--- src/hw/rtl/jtsc_pkg.sv ---
// ============================================================================
// JSON token structure checker package
// Token codes, parse phases and result encodings shared by the checker.
// ============================================================================
package jtsc_pkg;

    typedef enum logic [2:0] {
        PH_TOP     = 3'd0,
        PH_TOPDONE = 3'd1,
        PH_FIRST   = 3'd2,
        PH_SEP     = 3'd3,
        PH_VALUE   = 3'd4,
        PH_KEY     = 3'd5,
        PH_COLON   = 3'd6
    } t_phase;

    typedef enum logic [2:0] {
        ACT_FAIL,
        ACT_DONE,
        ACT_STEP,
        ACT_VALUE,
        ACT_CLOSE
    } t_act;

    localparam logic [3:0] TK_LEX_ERR   = 4'd0;
    localparam logic [3:0] TK_EOF       = 4'd1;
    localparam logic [3:0] TK_NULL      = 4'd2;
    localparam logic [3:0] TK_BOOL      = 4'd3;
    localparam logic [3:0] TK_INT       = 4'd4;
    localparam logic [3:0] TK_REAL      = 4'd5;
    localparam logic [3:0] TK_STRING    = 4'd6;
    localparam logic [3:0] TK_COMMA     = 4'd7;
    localparam logic [3:0] TK_COLON     = 4'd8;
    localparam logic [3:0] TK_ARR_OPEN  = 4'd9;
    localparam logic [3:0] TK_ARR_CLOSE = 4'd10;
    localparam logic [3:0] TK_OBJ_OPEN  = 4'd11;
    localparam logic [3:0] TK_OBJ_CLOSE = 4'd12;

    localparam logic [1:0] ST_CONT  = 2'd0;
    localparam logic [1:0] ST_DONE  = 2'd1;
    localparam logic [1:0] ST_ERROR = 2'd2;

    localparam logic [2:0] VT_NULL   = 3'd0;
    localparam logic [2:0] VT_BOOL   = 3'd1;
    localparam logic [2:0] VT_INT    = 3'd2;
    localparam logic [2:0] VT_REAL   = 3'd3;
    localparam logic [2:0] VT_STRING = 3'd4;
    localparam logic [2:0] VT_ARRAY  = 3'd5;
    localparam logic [2:0] VT_OBJECT = 3'd6;
    localparam logic [2:0] VT_END    = 3'd7;

    localparam logic [1:0] NK_TOP    = 2'd0;
    localparam logic [1:0] NK_ELEM   = 2'd1;
    localparam logic [1:0] NK_MEMBER = 2'd2;

    localparam logic [3:0] ERR_NONE      = 4'd0;
    localparam logic [3:0] ERR_EMPTY     = 4'd1;
    localparam logic [3:0] ERR_LEX       = 4'd2;
    localparam logic [3:0] ERR_VALUE     = 4'd3;
    localparam logic [3:0] ERR_SEP       = 4'd4;
    localparam logic [3:0] ERR_KEY       = 4'd5;
    localparam logic [3:0] ERR_COLON     = 4'd6;
    localparam logic [3:0] ERR_END       = 4'd7;
    localparam logic [3:0] ERR_TOO_DEEP  = 4'd8;

    localparam logic CFG_ALLOW_EMPTY = 1'b0;
    localparam logic CFG_PREFIX_MODE = 1'b1;

    localparam logic KIND_ARRAY  = 1'b0;
    localparam logic KIND_OBJECT = 1'b1;

endpackage

--- src/hw/rtl/json_token_structure_checker_top.sv ---
// ============================================================================
// JSON token structure checker
// Checks a stream of JSON token kinds against the grammar and reports one
// structural event and status per token.
// ============================================================================
// The block takes one token per clock cycle and returns exactly one result per
// token in the next cycle, from an output register; a new token is taken in
// every cycle unless a waiting result is stalled. The innermost open container
// is held in registers, and the containers below it live in a stack memory of
// MAX_DEPTH-1 entries whose next entry down is read ahead in every cycle, so a
// close in one cycle can be followed by another close in the next. The stack
// needs no clearing after reset: only entries written by an opening token are
// ever used.
module json_token_structure_checker_top #(
    parameter int MAX_DEPTH   = 32,
    parameter int INDEX_WIDTH = 16,
    localparam int DEPTH_W    = $clog2(MAX_DEPTH + 1)
) (
    input  logic                   i_clk,
    input  logic                   i_rst_n,
    input  logic                   i_cfg_we,
    input  logic                   i_cfg_index,
    input  logic                   i_cfg_data,
    input  logic                   i_valid,
    output logic                   o_stall,
    input  logic [3:0]             i_token_kind,
    output logic                   o_valid,
    input  logic                   i_stall,
    output logic [1:0]             o_status,
    output logic                   o_event_valid,
    output logic [2:0]             o_vtype,
    output logic [DEPTH_W-1:0]     o_depth,
    output logic [1:0]             o_node_kind,
    output logic [INDEX_WIDTH-1:0] o_element_index,
    output logic [3:0]             o_error_code
);
    import jtsc_pkg::*;

    localparam int MEM_DEPTH = (MAX_DEPTH > 1) ? MAX_DEPTH - 1 : 1;
    localparam int ADDR_W    = (MEM_DEPTH > 1) ? $clog2(MEM_DEPTH) : 1;
    localparam int ENTRY_W   = INDEX_WIDTH + 1;

    logic                   r_allow_empty;
    logic                   r_prefix_mode;
    t_phase                 r_phase;
    t_phase                 n_phase;
    logic [DEPTH_W-1:0]     r_level;
    logic [DEPTH_W-1:0]     n_level;
    logic                   r_top_kind;
    logic                   n_top_kind;
    logic [INDEX_WIDTH-1:0] r_top_idx;
    logic [INDEX_WIDTH-1:0] n_top_idx;
    logic [ENTRY_W-1:0]     r_stack [MEM_DEPTH];
    logic [ENTRY_W-1:0]     r_rd_data;

    logic                   r_out_valid;
    logic [1:0]             r_status;
    logic                   r_event_valid;
    logic [2:0]             r_vtype;
    logic [DEPTH_W-1:0]     r_depth;
    logic [1:0]             r_node_kind;
    logic [INDEX_WIDTH-1:0] r_element_index;
    logic [3:0]             r_error_code;

    logic [1:0]             n_status;
    logic                   n_event_valid;
    logic [2:0]             n_vtype;
    logic [DEPTH_W-1:0]     n_depth;
    logic [1:0]             n_node_kind;
    logic [INDEX_WIDTH-1:0] n_element_index;
    logic [3:0]             n_error_code;

    logic                   in_acc;
    logic                   mem_we;
    logic [ADDR_W-1:0]      wr_addr;
    logic [ENTRY_W-1:0]     wr_data;
    logic [ADDR_W-1:0]      rd_addr;
    logic [DEPTH_W-1:0]     level_m1;
    logic [DEPTH_W-1:0]     n_level_m2;

    assign o_stall = r_out_valid & i_stall;
    assign in_acc  = i_valid & ~o_stall;

    always_ff @(posedge i_clk) begin
        if (!i_rst_n) begin
            r_allow_empty <= 1'b0;
            r_prefix_mode <= 1'b0;
        end else if (i_cfg_we) begin
            case (i_cfg_index)
                CFG_ALLOW_EMPTY: r_allow_empty <= i_cfg_data;
                CFG_PREFIX_MODE: r_prefix_mode <= i_cfg_data;
                default: ;
            endcase
        end
    end

    always_comb begin
        t_act                   act;
        logic [3:0]             err;
        logic [1:0]             kind;
        logic [INDEX_WIDTH-1:0] idx;
        t_phase                 step_phase;
        logic [3:0]             tok;
        logic [3:0]             close_tok;
        logic                   is_val;
        logic                   is_cont;
        logic [2:0]             vt;
        logic [INDEX_WIDTH-1:0] inc_idx;
        logic                   top_end;

        tok        = i_token_kind;
        close_tok  = r_top_kind ? TK_OBJ_CLOSE : TK_ARR_CLOSE;
        act        = ACT_FAIL;
        err        = ERR_VALUE;
        kind       = NK_TOP;
        idx        = '0;
        step_phase = r_phase;

        if (tok == TK_LEX_ERR || tok > TK_OBJ_CLOSE) begin
            err = ERR_LEX;
        end else begin
            case (r_phase)
                PH_TOP: begin
                    if (tok == TK_EOF) begin
                        act = r_allow_empty ? ACT_DONE : ACT_FAIL;
                        err = ERR_EMPTY;
                    end else begin
                        act = ACT_VALUE;
                    end
                end
                PH_TOPDONE: begin
                    act = (tok == TK_EOF) ? ACT_DONE : ACT_FAIL;
                    err = ERR_END;
                end
                PH_FIRST: begin
                    if (tok == close_tok) begin
                        act = ACT_CLOSE;
                    end else if (r_top_kind == KIND_OBJECT) begin
                        act        = (tok == TK_STRING) ? ACT_STEP : ACT_FAIL;
                        err        = ERR_KEY;
                        step_phase = PH_COLON;
                    end else begin
                        act  = ACT_VALUE;
                        kind = NK_ELEM;
                        idx  = r_top_idx;
                    end
                end
                PH_SEP: begin
                    if (tok == close_tok) begin
                        act = ACT_CLOSE;
                    end else begin
                        act        = (tok == TK_COMMA) ? ACT_STEP : ACT_FAIL;
                        err        = ERR_SEP;
                        step_phase = r_top_kind ? PH_KEY : PH_VALUE;
                    end
                end
                PH_VALUE: begin
                    act  = ACT_VALUE;
                    kind = r_top_kind ? NK_MEMBER : NK_ELEM;
                    idx  = r_top_idx;
                end
                PH_KEY: begin
                    act        = (tok == TK_STRING) ? ACT_STEP : ACT_FAIL;
                    err        = ERR_KEY;
                    step_phase = PH_COLON;
                end
                PH_COLON: begin
                    act        = (tok == TK_COLON) ? ACT_STEP : ACT_FAIL;
                    err        = ERR_COLON;
                    step_phase = PH_VALUE;
                end
                default: begin
                    act = ACT_FAIL;
                    err = ERR_VALUE;
                end
            endcase
        end

        is_val = 1'b1;
        case (tok)
            TK_NULL:     vt = VT_NULL;
            TK_BOOL:     vt = VT_BOOL;
            TK_INT:      vt = VT_INT;
            TK_REAL:     vt = VT_REAL;
            TK_STRING:   vt = VT_STRING;
            TK_ARR_OPEN: vt = VT_ARRAY;
            TK_OBJ_OPEN: vt = VT_OBJECT;
            default: begin
                vt     = VT_NULL;
                is_val = 1'b0;
            end
        endcase
        is_cont = (vt == VT_ARRAY) || (vt == VT_OBJECT);

        if (act == ACT_VALUE) begin
            if (!is_val) begin
                act = ACT_FAIL;
                err = ERR_VALUE;
            end else if (is_cont && r_level == DEPTH_W'(MAX_DEPTH)) begin
                act = ACT_FAIL;
                err = ERR_TOO_DEEP;
            end
        end

        inc_idx = (r_level != '0 && r_top_idx != {INDEX_WIDTH{1'b1}}) ?
                  r_top_idx + INDEX_WIDTH'(1) : r_top_idx;
        level_m1   = r_level - DEPTH_W'(1);
        top_end    = (level_m1 == '0);

        n_phase         = r_phase;
        n_level         = r_level;
        n_top_kind      = r_top_kind;
        n_top_idx       = r_top_idx;
        mem_we          = 1'b0;
        wr_data         = {r_top_kind, inc_idx};
        n_status        = ST_CONT;
        n_event_valid   = 1'b0;
        n_vtype         = VT_NULL;
        n_depth         = '0;
        n_node_kind     = NK_TOP;
        n_element_index = '0;
        n_error_code    = ERR_NONE;

        case (act)
            ACT_FAIL: begin
                n_phase      = PH_TOP;
                n_level      = '0;
                n_status     = ST_ERROR;
                n_error_code = err;
            end
            ACT_DONE: begin
                n_phase  = PH_TOP;
                n_level  = '0;
                n_status = ST_DONE;
            end
            ACT_STEP: begin
                n_phase = step_phase;
            end
            ACT_VALUE: begin
                n_event_valid   = 1'b1;
                n_vtype         = vt;
                n_depth         = r_level;
                n_node_kind     = kind;
                n_element_index = idx;
                n_top_idx       = inc_idx;
                if (is_cont) begin
                    mem_we     = (r_level != '0);
                    n_top_kind = (vt == VT_OBJECT);
                    n_top_idx  = '0;
                    n_level    = r_level + DEPTH_W'(1);
                    n_phase    = PH_FIRST;
                end else if (r_level == '0) begin
                    if (r_prefix_mode) begin
                        n_status = ST_DONE;
                        n_phase  = PH_TOP;
                    end else begin
                        n_phase = PH_TOPDONE;
                    end
                end else begin
                    n_phase = PH_SEP;
                end
            end
            ACT_CLOSE: begin
                n_event_valid   = 1'b1;
                n_vtype         = VT_END;
                n_depth         = r_level;
                n_node_kind     = r_top_kind ? NK_MEMBER : NK_ELEM;
                n_element_index = r_top_idx;
                n_level         = level_m1;
                n_top_kind      = r_rd_data[ENTRY_W-1];
                n_top_idx       = r_rd_data[INDEX_WIDTH-1:0];
                if (top_end) begin
                    if (r_prefix_mode) begin
                        n_status = ST_DONE;
                        n_phase  = PH_TOP;
                    end else begin
                        n_phase = PH_TOPDONE;
                    end
                end else begin
                    n_phase = PH_SEP;
                end
            end
            default: begin
                n_phase = r_phase;
            end
        endcase

        if (!in_acc) begin
            n_phase    = r_phase;
            n_level    = r_level;
            n_top_kind = r_top_kind;
            n_top_idx  = r_top_idx;
            mem_we     = 1'b0;
        end

        wr_addr    = level_m1[ADDR_W-1:0];
        n_level_m2 = n_level - DEPTH_W'(2);
        rd_addr    = (n_level > DEPTH_W'(1)) ? n_level_m2[ADDR_W-1:0] : '0;
    end

    always_ff @(posedge i_clk) begin
        if (!i_rst_n) begin
            r_phase <= PH_TOP;
            r_level <= '0;
        end else begin
            r_phase <= n_phase;
            r_level <= n_level;
        end
    end

    always_ff @(posedge i_clk) begin
        r_top_kind <= n_top_kind;
        r_top_idx  <= n_top_idx;
    end

    always_ff @(posedge i_clk) begin
        if (mem_we) begin
            r_stack[wr_addr] <= wr_data;
        end
        if (mem_we && wr_addr == rd_addr) begin
            r_rd_data <= wr_data;
        end else begin
            r_rd_data <= r_stack[rd_addr];
        end
    end

    always_ff @(posedge i_clk) begin
        if (!i_rst_n) begin
            r_out_valid <= 1'b0;
        end else if (in_acc) begin
            r_out_valid <= 1'b1;
        end else if (!i_stall) begin
            r_out_valid <= 1'b0;
        end
    end

    always_ff @(posedge i_clk) begin
        if (in_acc) begin
            r_status        <= n_status;
            r_event_valid   <= n_event_valid;
            r_vtype         <= n_vtype;
            r_depth         <= n_depth;
            r_node_kind     <= n_node_kind;
            r_element_index <= n_element_index;
            r_error_code    <= n_error_code;
        end
    end

    assign o_valid         = r_out_valid;
    assign o_status        = r_status;
    assign o_event_valid   = r_event_valid;
    assign o_vtype         = r_vtype;
    assign o_depth         = r_depth;
    assign o_node_kind     = r_node_kind;
    assign o_element_index = r_element_index;
    assign o_error_code    = r_error_code;

`ifndef ASSERT_OFF
    a_level_bound: assert property (@(posedge i_clk) disable iff (!i_rst_n)
        r_level <= DEPTH_W'(MAX_DEPTH))
        else $error("Open container count exceeds the maximum depth.");

    a_inner_phase_level: assert property (@(posedge i_clk) disable iff (!i_rst_n)
        (r_phase != PH_TOP && r_phase != PH_TOPDONE) |-> (r_level != '0))
        else $error("Container phase with no open container.");

    a_end_resets_doc: assert property (@(posedge i_clk) disable iff (!i_rst_n)
        (in_acc && n_status != ST_CONT) |=> (r_level == '0 && r_phase == PH_TOP))
        else $error("Document state not cleared after done or error.");

    a_err_code_match: assert property (@(posedge i_clk) disable iff (!i_rst_n)
        r_out_valid |-> ((r_status == ST_ERROR) == (r_error_code != ERR_NONE)))
        else $error("Error code disagrees with status.");

    a_push_step: assert property (@(posedge i_clk) disable iff (!i_rst_n)
        mem_we |=> (r_level == $past(r_level) + DEPTH_W'(1)))
        else $error("Stack write without a push of the level count.");
`endif

endmodule

--- config.mk ---
export PLATFORM = sky130hd
export DESIGN_NAME = json_token_structure_checker_top
export DESIGN_NICKNAME = d
export VERILOG_FILES = /design/src/hw/rtl/jtsc_pkg.sv /design/src/hw/rtl/json_token_structure_checker_top.sv
export SDC_FILE = /design/constraint.sdc
export NUM_CORES = 1
export LEC_CHECK = 0
export BUFFER_PORTS_ARGS = -buffer_cell sky130_fd_sc_hd__buf_4
export CAP_MARGIN = 5
export CORE_UTILIZATION = 30
export DETAILED_ROUTE_END_ITERATION = 8
export PLACE_DENSITY_LB_ADDON = 0.12
export SETUP_SLACK_MARGIN = 0.4
export SLEW_MARGIN = 10
export SYNTH_ARGS = -nofsm -noshare
export SYNTH_HDL_FRONTEND = slang
export SYNTH_SLANG_ARGS = --single-unit
--- constraint.sdc ---
create_clock -name i_clk -period 4.1 [get_ports i_clk]
set_input_delay 0.82 -clock i_clk [delete_from_list [all_inputs] [get_ports i_clk]]
set_output_delay 0.82 -clock i_clk [all_outputs]
set_load 0.005 [all_outputs]
==> impl_metrics.env <==
export IMPL_status="finished clean"
export IMPL_setup_viol=0
export IMPL_fmax_mhz=289
export IMPL_fin_nets=1367
export IMPL_async_flop_share_pct=0
export IMPL_io_buffer_count=46
export IMPL_fin_skew_ps=23.7
export IMPL_hold_ws_ps=450
export IMPL_clock_sinks=595
export IMPL_num_vias=11800
export IMPL_path_clk_slew_ps=60
export IMPL_grt_pass1_vias=11900
export IMPL_vdd_drop_max_mv=0.239
export IMPL_crit_path_start_kind="flop"
export IMPL_wl_mm=60.5
export IMPL_multi_input_area_sq_um=6180
export IMPL_hold_viol=0
export IMPL_dieArea_sq_um=80800
export IMPL_relSlewSlack_pct=18.7
export IMPL_cap_violations=0
export IMPL_path_class="flop to flop"
export IMPL_viasPerCell=4.84
export IMPL_final_common_cell="edfxtp_1"
export IMPL_dp_slack_ps=549
export IMPL_cts_tree="built"
export IMPL_ctsResizeCount=0
export IMPL_arrival_ps=3860
export IMPL_slew_violations=0
export IMPL_synthFlopType="edfxtp_1"
export IMPL_grt_pass1_wl_mm=88.2
export IMPL_drive_gt1_share_pct=30.8
export IMPL_synthCells=1206
export IMPL_place_gp_congestion=0.787
export IMPL_required_ps=4500
export IMPL_start_util_pct=30.3
export IMPL_core_area_sq_um=78900
export IMPL_synth_edf_count=578
export IMPL_final_fill_count=7370
export IMPL_dp_cells=2329
export IMPL_syn_num_nets=1225
export IMPL_power_leakage_nw=8.76
export IMPL_grt_usage_pct=15.2
export IMPL_die_width_um=284
export IMPL_synth_seq_cells=595
export IMPL_sequential_cell_area_sq_um=17700
export IMPL_yosysWarnings=0
export IMPL_die_y_um=284
export IMPL_syn_cell_area_sq_um=23900
export IMPL_setup_slack_ps=644
export IMPL_remaining_drc_errors=0
export IMPL_fp_row_count=103
export IMPL_cts_made_buffers=66
export IMPL_postCtsSetupRepairBufs=0
export IMPL_io_pins=47
export IMPL_worstSkewPairLatency_ps=600
export IMPL_cts_buffer_depth=3
export IMPL_fin_tns_setup_ps=0
export IMPL_worstMarginPinSlew_ps=1210
export IMPL_antenna_found_initial=2
export IMPL_grt_max_degree=48
export IMPL_drt_wirelength_per_cell_um=24.7
export IMPL_ant_nets=0
export IMPL_rsz0062_at_grt="true"
export IMPL_p_per_area_nw_per_um2=445
export IMPL_drtIter0Drc=1010
export IMPL_syn_to_final_growth_pct=19.4
export IMPL_stdcell_count=2448
export IMPL_final_cell_mix="578 x edfxtp_1, 151 x mux4_2, 110 x buf_4"
export IMPL_synth_distinct_cells=64
export IMPL_cts_root_buf="clkbuf_16"
export IMPL_grt_ovfl_total=0
export IMPL_endpoint_kind="flop"
export IMPL_dp_hpwl_mm=39.7
export IMPL_final_util_pct=36.2
export IMPL_fin_crit_ps=3460
export IMPL_yosysSeqAreaShare_pct=74.1
export IMPL_path_max_fanout=32
export IMPL_cts_hold_buf=0
export IMPL_htreeDepth=3
export IMPL_hold_path_class="input pin to flop"
export IMPL_syn_avg_cell_area_sq_um=19.8
export IMPL_fin_crit_sh_pct=84.3
export IMPL_drtPass1Iterations=5
export IMPL_diodes=0
[power by group]
part	internal (W)	total, W	switching (W)	leakage, nW
clock	0.00314	0.00547	0.00233	0.957
sequential	0.00671	0.00676	0.0000474	5.37
combinational	0.000166	0.000464	0.000298	2.43
[worst paths after layout]
path / start / endpoint / slack, ps / cells past startpoint
setup reg to reg: r_level[0] / r_top_idx[3] / 640 / 9
hold reg to reg: r_prefix_mode / r_prefix_mode / 530 / 2
setup / recovery: r_level[0] / r_top_idx[3] / 640 / 9
hold / removal: i_valid / o_valid / 450 / 2
[through the flow]
step	area, sq um	power [W]
final	28500	0.0127
after floorplan	23900	0.00710
after global routing	28500	0.0131
after CTS	28500	0.0129
after detailed placement	26600	0.00735
after global placement	26600	0.00735
[Yosys cell counts, types with 12 or more instances]
| library cell | count | area share [%] |
|---|---|---|
| edfxtp_1 | 578 | 73 |
| mux4_2 | 151 | 14 |
| nor2_1 | 54 | 0.85 |
| nand2_1 | 51 | 0.80 |
| o21ai_0 | 39 | 0.82 |
| mux2i_1 | 37 | 1.5 |
| clkbuf_1 | 34 | 0.53 |
| and2_1 | 29 | 0.76 |
| a21oi_1 | 22 | 0.46 |
| dfxtp_1 | 17 | 1.4 |
| nand3_1 | 14 | 0.29 |
| xnor2_1 | 14 | 0.51 |
| buf_2 | 12 | 0.25 |
[worst max-delay path: stages, from the launching register on]
cell	delay, ps
dfxtp_1	460
inv_1	180
ha_1	330
or3b_1	210
nor3_1	100
nor2_1	590
nand4_1	320
xnor2_4	820
nand2_1	100
o21ai_0	160
[routing by layer]
metal  part of all wire [%]  routed length (um)  up-vias  track usage [%]
li1                       -                   -     5242                -
met5                      0                   0        -                0
met4                    1.9                1170        0             4.56
met2                     44               26300      301             21.8
met3                    4.5                2700       61             2.42
met1                     50               30300     6244             23.3
[cell type report]
type / instances / area share (%)
sequential: 595 / 62.1
multi-input combinational: 541 / 21.7
clock inverter: 30 / 0.759
timing repair buffer: 135 / 4.65
tap: 1050 / 4.60
clock buffer: 88 / 6.15
inverter: 9 / 0.118
[sequential cells by signal, summed over array words and instances, names as in the netlist, named ones only]
register	count
r_stack	527
r_top_idx	16
o_event_valid	1
r_allow_empty	1
o_vtype	3
r_prefix_mode	1
o_node_kind	2
r_top_kind	1
o_valid	1
o_error_code	4
o_status	2
r_level	6
o_element_index	16
o_depth	6
r_phase	3
[kinds of logic (layout without fill, tap and decap cells)]
group           after synthesis  count (layout)  synth area share [%]
mux                         189             189                  15.8
fa+ha+maj                     8               8                 0.419
buf+inv                      70             262                  1.27
compound gates              109             109                  2.99
simple gates                210             210                  4.51
flops                       595             595                  74.1
xor+xnor                     25              25                 0.916
(Power assumes the default switching activity.)
